--- src/design/gasa_pkg.sv ---
// ----------------------------------------------------------------------------
// Glyph atlas shelf allocator package
// Beat types, result status codes and fixed constants of the allocator.
// ----------------------------------------------------------------------------
package gasa_pkg;

  localparam int GLYPH_PT_W = 10;
  localparam logic [GLYPH_PT_W-1:0] GLYPH_PT_RESET = 10'd16;
  localparam logic [GLYPH_PT_W-1:0] GLYPH_PT_MIN   = 10'd2;

  // A new page is 64 pixels wide per font point.
  localparam int PAGE_WIDTH_SHIFT = 6;

  // Division by five as a multiply and shift, exact for dividends below 2^15.
  localparam int DIV5_MUL_W = 16;
  localparam logic [DIV5_MUL_W-1:0] DIV5_MUL = 16'd52429;
  localparam int DIV5_SHIFT = 18;

  typedef enum logic [1:0] {
    ST_PLACED   = 2'd0,
    ST_NEW_PAGE = 2'd1,
    ST_TOO_BIG  = 2'd2,
    ST_NO_PAGES = 2'd3
  } status_t;

  typedef struct packed {
    logic [11:0] glyph_width;
    logic [11:0] glyph_height;
  } glyph_req_t;

  typedef struct packed {
    status_t     status;
    logic [7:0]  page_index;
    logic [10:0] pos_x;
    logic [11:0] pos_y;
  } glyph_res_t;

endpackage

--- src/design/glyph_atlas_shelf_allocator_unit.sv ---
// ----------------------------------------------------------------------------
// Glyph atlas shelf allocator
// Shelf-packs glyph rectangles into atlas pages, one beat a cycle if unstalled.
// ----------------------------------------------------------------------------
// Each input beat carries one glyph's width and height; each output beat gives
// the placement status, the page index and the top-left corner of the glyph.
// The block takes a new beat in every cycle unless in_stall is high; the beat
// is held in the input register and its result in the result register. The
// placement itself is a single pass of compares and adds on the
// shelf cursor registers, so one item per cycle is sustained as long as the
// result side keeps taking beats. A stalled result holds the output register,
// and the input register still catches one more beat before in_stall rises.
// The font size register is written through cfg_we/cfg_wdata and should only
// change while no beat is in flight.
// ----------------------------------------------------------------------------
module glyph_atlas_shelf_allocator_unit #(
  parameter int MAX_PAGE_SIDE = 2048,
  parameter int MAX_PAGES     = 256
) (
  input  logic                            clk,
  input  logic                            rst_n,
  input  logic                            in_valid,
  output logic                            in_stall,
  input  gasa_pkg::glyph_req_t            in_data,
  output logic                            out_valid,
  input  logic                            out_stall,
  output gasa_pkg::glyph_res_t            out_data,
  input  logic                            cfg_we,
  input  logic [gasa_pkg::GLYPH_PT_W-1:0] cfg_wdata
);

  logic                            in_vld_r;
  gasa_pkg::glyph_req_t            in_req_r;
  logic                            out_vld_r;
  gasa_pkg::glyph_res_t            out_res_r;
  logic [gasa_pkg::GLYPH_PT_W-1:0] glyph_pt_r;
  gasa_pkg::glyph_res_t            core_res;
  logic                            advance;

  // The held item moves on whenever the result register is empty or draining.
  assign advance   = in_vld_r && (!out_vld_r || !out_stall);
  assign in_stall  = in_vld_r && out_vld_r && out_stall;
  assign out_valid = out_vld_r;
  assign out_data  = out_res_r;

  gasa_core #(
    .MAX_PAGE_SIDE (MAX_PAGE_SIDE),
    .MAX_PAGES     (MAX_PAGES)
  ) u_core (
    .clk      (clk),
    .rst_n    (rst_n),
    .step     (advance),
    .req      (in_req_r),
    .glyph_pt (glyph_pt_r),
    .res      (core_res)
  );

  always_ff @(posedge clk) begin
    if (!rst_n) begin
      in_vld_r   <= 1'b0;
      out_vld_r  <= 1'b0;
      glyph_pt_r <= gasa_pkg::GLYPH_PT_RESET;
    end else begin
      if (cfg_we) begin
        glyph_pt_r <= cfg_wdata;
      end
      if (in_valid && !in_stall) begin
        in_vld_r <= 1'b1;
      end else if (advance) begin
        in_vld_r <= 1'b0;
      end
      if (advance) begin
        out_vld_r <= 1'b1;
      end else if (!out_stall) begin
        out_vld_r <= 1'b0;
      end
    end
  end

  // Payload registers carry no reset.
  always_ff @(posedge clk) begin
    if (in_valid && !in_stall) begin
      in_req_r <= in_data;
    end
    if (advance) begin
      out_res_r <= core_res;
    end
  end

endmodule

--- src/design/gasa_core.sv ---
// ----------------------------------------------------------------------------
// Glyph atlas shelf allocator core
// Holds the page and shelf cursor state and places one glyph per step.
// ----------------------------------------------------------------------------
module gasa_core #(
  parameter int MAX_PAGE_SIDE = 2048,
  parameter int MAX_PAGES     = 256
) (
  input  logic                                clk,
  input  logic                                rst_n,
  input  logic                                step,
  input  gasa_pkg::glyph_req_t                req,
  input  logic [gasa_pkg::GLYPH_PT_W-1:0]     glyph_pt,
  output gasa_pkg::glyph_res_t                res
);

  localparam int SIDE_W = $clog2(MAX_PAGE_SIDE * 6 / 5 + 1);
  localparam int BASE_W = $clog2(MAX_PAGE_SIDE + 1);
  localparam int CW     = ((SIDE_W > 12) ? SIDE_W : 12) + 4;
  localparam int PC_W   = $clog2(MAX_PAGES + 1);
  localparam int PROD_W = BASE_W + 3;
  localparam int FULL_W = PROD_W + gasa_pkg::DIV5_MUL_W;
  localparam int NWR_W  = gasa_pkg::GLYPH_PT_W + gasa_pkg::PAGE_WIDTH_SHIFT;

  localparam logic [CW-1:0]    SIDE_C  = CW'(MAX_PAGE_SIDE);
  localparam logic [NWR_W-1:0] SIDE_N  = NWR_W'(MAX_PAGE_SIDE);
  localparam logic [PC_W-1:0]  PAGES_C = PC_W'(MAX_PAGES);

  logic              page_open_r, page_open_nxt;
  logic [PC_W-1:0]   page_count_r, page_count_nxt;
  logic [SIDE_W-1:0] page_w_r, page_w_nxt;
  logic [SIDE_W-1:0] page_h_r, page_h_nxt;
  logic [SIDE_W-1:0] wx_r, wx_nxt;
  logic [SIDE_W-1:0] wy_r, wy_nxt;
  logic [SIDE_W-1:0] rh_r, rh_nxt;

  logic [gasa_pkg::GLYPH_PT_W-1:0] fs;
  logic [CW-1:0]     w, h, pw, ph, wx, wy, rh;
  logic [CW-1:0]     wx1, wy1, rh1;
  logic              fit0, adv, fit, too_big, full;
  logic [NWR_W-1:0]  nw_raw;
  logic [CW-1:0]     nw;
  logic [11:0]       hf;
  logic [CW-1:0]     base, base_c;
  logic [BASE_W-1:0] base_n;
  logic [PROD_W-1:0] prod6;
  logic [FULL_W-1:0] nh_full;
  logic [CW-1:0]     nh;

  always_comb begin
    fs = (glyph_pt < gasa_pkg::GLYPH_PT_MIN) ? gasa_pkg::GLYPH_PT_MIN : glyph_pt;
    w  = CW'(req.glyph_width);
    h  = CW'(req.glyph_height);
    pw = CW'(page_w_r);
    ph = CW'(page_h_r);
    wx = CW'(wx_r);
    wy = CW'(wy_r);
    rh = CW'(rh_r);

    // Shelf placement in the current page; a row advance sticks once made.
    fit0 = page_open_r && (w < pw) && (h < ph);
    adv  = fit0 && ((wx + w) >= pw) && ((wy + rh + h + CW'(1)) < ph);
    wx1  = adv ? '0 : wx;
    wy1  = adv ? (wy + rh + CW'(1)) : wy;
    rh1  = adv ? '0 : rh;
    fit  = fit0 && ((wx1 + w) < pw) && ((wy1 + h) < ph);

    // New page size: width from the font size, height from 6/5 of the base.
    nw_raw  = {fs, {gasa_pkg::PAGE_WIDTH_SHIFT{1'b0}}};
    nw      = (nw_raw > SIDE_N) ? SIDE_C : CW'(nw_raw);
    hf      = (req.glyph_height > 12'(fs)) ? req.glyph_height : 12'(fs);
    base    = CW'(hf) + CW'(2);
    base_c  = (base > SIDE_C) ? SIDE_C : base;
    base_n  = BASE_W'(base_c);
    prod6   = PROD_W'({base_n, 2'b00}) + PROD_W'({base_n, 1'b0});
    nh_full = FULL_W'(prod6) * FULL_W'(gasa_pkg::DIV5_MUL);
    nh      = CW'(nh_full >> gasa_pkg::DIV5_SHIFT);

    too_big = (w >= nw) || (h >= nh);
    full    = page_count_r >= PAGES_C;

    page_open_nxt  = page_open_r;
    page_count_nxt = page_count_r;
    page_w_nxt     = page_w_r;
    page_h_nxt     = page_h_r;
    wx_nxt         = fit0 ? SIDE_W'(wx1) : wx_r;
    wy_nxt         = fit0 ? SIDE_W'(wy1) : wy_r;
    rh_nxt         = fit0 ? SIDE_W'(rh1) : rh_r;
    res            = '0;

    priority if (fit) begin
      wx_nxt         = SIDE_W'(wx1 + w + CW'(1));
      rh_nxt         = SIDE_W'((h > rh1) ? h : rh1);
      res.status     = gasa_pkg::ST_PLACED;
      res.page_index = 8'(page_count_r - PC_W'(1));
      res.pos_x      = 11'(wx1);
      res.pos_y      = 12'(wy1);
    end else if (too_big) begin
      res.status     = gasa_pkg::ST_TOO_BIG;
    end else if (full) begin
      res.status     = gasa_pkg::ST_NO_PAGES;
    end else begin
      page_open_nxt  = 1'b1;
      page_count_nxt = page_count_r + PC_W'(1);
      page_w_nxt     = SIDE_W'(nw);
      page_h_nxt     = SIDE_W'(nh);
      wx_nxt         = SIDE_W'(w + CW'(1));
      wy_nxt         = '0;
      rh_nxt         = SIDE_W'(h);
      res.status     = gasa_pkg::ST_NEW_PAGE;
      res.page_index = 8'(page_count_r);
    end
  end

  always_ff @(posedge clk) begin
    if (!rst_n) begin
      page_open_r  <= 1'b0;
      page_count_r <= '0;
      page_w_r     <= '0;
      page_h_r     <= '0;
      wx_r         <= '0;
      wy_r         <= '0;
      rh_r         <= '0;
    end else if (step) begin
      page_open_r  <= page_open_nxt;
      page_count_r <= page_count_nxt;
      page_w_r     <= page_w_nxt;
      page_h_r     <= page_h_nxt;
      wx_r         <= wx_nxt;
      wy_r         <= wy_nxt;
      rh_r         <= rh_nxt;
    end
  end

endmodule

--- config.mk ---
export PLATFORM = sky130hd
export DESIGN_NAME = glyph_atlas_shelf_allocator_unit
export DESIGN_NICKNAME = d
export VERILOG_FILES = /design/src/design/gasa_pkg.sv /design/src/design/glyph_atlas_shelf_allocator_unit.sv /design/src/design/gasa_core.sv
export SDC_FILE = /design/constraint.sdc
export NUM_CORES = 1
export LEC_CHECK = 0
export ABC_AREA = 0
export BUFFER_PORTS_ARGS = -buffer_cell sky130_fd_sc_hd__buf_2
export CAP_MARGIN = 40
export CORE_ASPECT_RATIO = 0.6
export CORE_UTILIZATION = 30
export CTS_CLUSTER_SIZE = 12
export DETAILED_ROUTE_END_ITERATION = 10
export GPL_ROUTABILITY_DRIVEN = 0
export GPL_TIMING_DRIVEN = 0
export HOLD_SLACK_MARGIN = 0.03
export MAX_ROUTING_LAYER = met4
export PLACE_DENSITY = 0.56
export SKIP_LAST_GASP = 1
export SYNTH_ARGS = -nofsm -noshare
export SYNTH_HDL_FRONTEND = slang
export SYNTH_SLANG_ARGS = --single-unit
--- constraint.sdc ---
create_clock -name clk -period 43.5 [get_ports clk]
set_clock_uncertainty 0.05 [all_clocks]
set_input_delay 4.35 -clock clk [delete_from_list [all_inputs] [get_ports clk]]
set_output_delay 4.35 -clock clk [all_outputs]
set_load 0.03 [all_outputs]
==> reports/summary.txt <==
clk sinks -> 133
Max clock buf depth -> 2
post_cts resized -> 0
Skew-Pair Late Insertion Delay -> 460 ps
die width -> 294.5 µm
Ys Warns -> 0
fmax -> 56.85 MHz
vias in the first global route -> 12.90k
minimum clock period -> 17590 ps
Synth Instances -> 1757
hold depth -> 2
register area -> 0.003233 mm²
H-Tree Depth -> 4
Post-synth EDFFs -> 57
Worst EP required -> 43790 ps
Iter 0 DRT Violations -> 1552
synthesized cell area -> 0.01540 mm²
CTS tree -> done
die span in y -> 177.5 µm
Slew @ Worst Pin -> 949.6 ps
Unique masters post-synth -> 78
GR Util All Layers -> 20.29%
post-DP HPWL -> 41730 µm
Crit Path Max Fanout -> 11
status -> finished clean
Synth top area share -> 22.26%
end point of the critical path -> u_core.rh_r[8]
share of layout cells above drive strength 1 -> 7.602%
FILL cells -> 5151
ys async rst share -> 0%
CTS Buf Count -> 17
dominant cell type by area after synthesis -> ha_1
max incr delay on CP -> 700 ps
Post CTS Setup Buffer Count -> 0
post-route setup TNS -> 0 ps
Max transition margin -> 36.69%
Seq cells post-synth -> 133
syn nets -> 2127
CP startpoint -> glyph_pt_r[7]
DRC viols -> 0
Clock Tree Root -> clkbuf_16
DR WL/cell -> 19.95 µm
fin crit share -> 40.44%
Port Buffers -> 72
Hold WC Path Type -> reg -> reg
Worst-path clk slew -> 70 ps
IO Count -> 74
Seq/Total Area, Yosys -> 21.00%
Core Rows -> 63
grt ovf -> 0
nature of the critical path startpoint -> register
most instantiated library cell after synthesis -> ha_1
first-pass GRT wire length -> 77110 µm
Worst setup EP type -> register
Final Hold Fails -> 0
hold_ws -> 425.1 ps
setup slack, reg-to-reg -> 25910 ps
1st-pass router iterations -> 5
Most used DFF post-synth -> dfxtp_1
Core Box Area -> 0.05005 mm²
worst r2r src -> glyph_pt_r[7]
final net count -> 2225
final setup vio count -> 0
WS Path Type -> reg -> reg
synthesized area per cell -> 8.764 µm²
arrival time worst endpoint -> 17880 ps
area occupied by multi-input gates -> 0.01131 mm²
Routed Antenna Nets -> 0
largest net degree at the start of global routing -> 29
vias post-DR -> 13.79k
Die Footprint -> 0.05227 mm²
antenna violations before repair -> 1
Crit-path slowest cell -> o21ai_0
vias per cell -> 5.404
P&R area growth vs syn -> 12.27%
Register-to-Register Path Depth -> 63
Max Transition Viols Final -> 0
largest cells by area after synthesis -> ha_1, edfxtp_1, dfxtp_1, fa_1, xnor2_1
max-cap viol count -> 0
Initial Util -> 30.76%
Reg-to-Reg End -> u_core.rh_r[8]
commonest cells in the netlist -> ha_1, inv_1, nand2_1, a21oi_1, nor2_1
RSZ-0062 raised after global routing -> no
Post-Route WL -> 50900 µm
hold_buf cts -> 0
==> state kept, by name (all words and copies together), names as in the netlist <==
name / cells
out_data: 33
u_core.rh_r: 12
in_req_r: 24
u_core.wx_r: 12
u_core.page_open_r: 1
u_core.wy_r: 12
out_valid: 1
glyph_pt_r: 10
u_core.page_w_r: 6
u_core.page_count_r: 9
in_vld_r: 1
u_core.page_h_r: 12
==> area by class of cell <==
type	count	share of cell area, %
Multi-Input combinational cell	1400	65.41
Sequential cell	133	18.70
Tap cell	682	4.936
Inverter	162	3.517
Clock buffer	26	3.098
Timing Repair Buffer	79	2.497
Buffer	62	1.462
Clock inverter	6	0.3619
Antenna cell	1	0.01447
==> placed cells by master, fill, tap and decap left out, types with 38 or more instances in the layout <==
| cell | n |
|---|---|
| a21oi_1 | 103 |
| xnor2_1 | 73 |
| nor2b_1 | 38 |
| xor2_1 | 45 |
| fa_1 | 57 |
| clkbuf_1 | 56 |
| o21ai_0 | 73 |
| inv_1 | 161 |
| edfxtp_1 | 57 |
| ha_1 | 274 |
| a21o_1 | 44 |
| buf_2 | 76 |
| dfxtp_1 | 76 |
| nor2_1 | 102 |
| nand2_1 | 110 |
| nand3_1 | 70 |
==> cell families (layout without fill, tap and decap cells) <==
group	count (synthesis)	after routing	synth area share (%)
buf+inv	224	335	5.582
xor+xnor	118	118	6.712
compound gates	407	407	17.70
other cells	0	1	0
flops	133	133	21.00
fa+ha+maj	331	331	29.67
mux	38	38	2.511
simple gates	506	506	16.83
==> worst max-delay path: cells and delay by family, from the launching register on <==
kind | cells | cell delay (ps)
flip-flops | 1 | 300
AND/OR/NAND/NOR | 13 | 3060
adder cells (fa/ha/maj) | 12 | 4810
buffers and inverters | 13 | 3450
XOR/XNOR | 1 | 290
AO/OA/AOI/OAI | 24 | 5480
==> metrics by stage <==
stage | instances | util (%) | instance area (µm²) | setup WS [ps]
global route | 2550 | 34.53 | 17290 | 24630
CTS | 2548 | 34.51 | 17270 | 26150
floorplan | 1757 | - | 15400 | 29810
detailed placement | 2516 | 33.31 | 16670 | 26200
global placement | 2511 | 33.19 | 16610 | 25980
finish | 2551 | 34.54 | 17290 | 25910
==> metal layers <==
layer | global-route usage, % | up-vias | share of wire (%)
li1 | - | 6524 | -
met1 | 30.67 | 6623 | 50
met2 | 25.01 | 594 | 37
met3 | 7.001 | 45 | 12
met4 | 3.711 | 0 | 1.2
met5 | - | - | 0
==> how the worst min path moves through the flow <==
stage | slack [ps] | endpoint | startpoint
5_1_grt | 470 | u_core.page_count_r[8] | u_core.page_count_r[8]
2_1_floorplan | 360 | u_core.page_count_r[8] | u_core.page_count_r[8]
6_report | 430 | u_core.page_count_r[8] | u_core.page_count_r[8]
3_5_place_dp | 400 | u_core.page_count_r[8] | u_core.page_count_r[8]
4_1_cts | 420 | u_core.page_count_r[8] | u_core.page_count_r[8]
3_3_place_gp | 400 | u_core.page_count_r[8] | u_core.page_count_r[8]
Power is left out: the tool's default activity adds up to more than one toggle a clock period on the data nets, which glitch-free logic cannot reach.
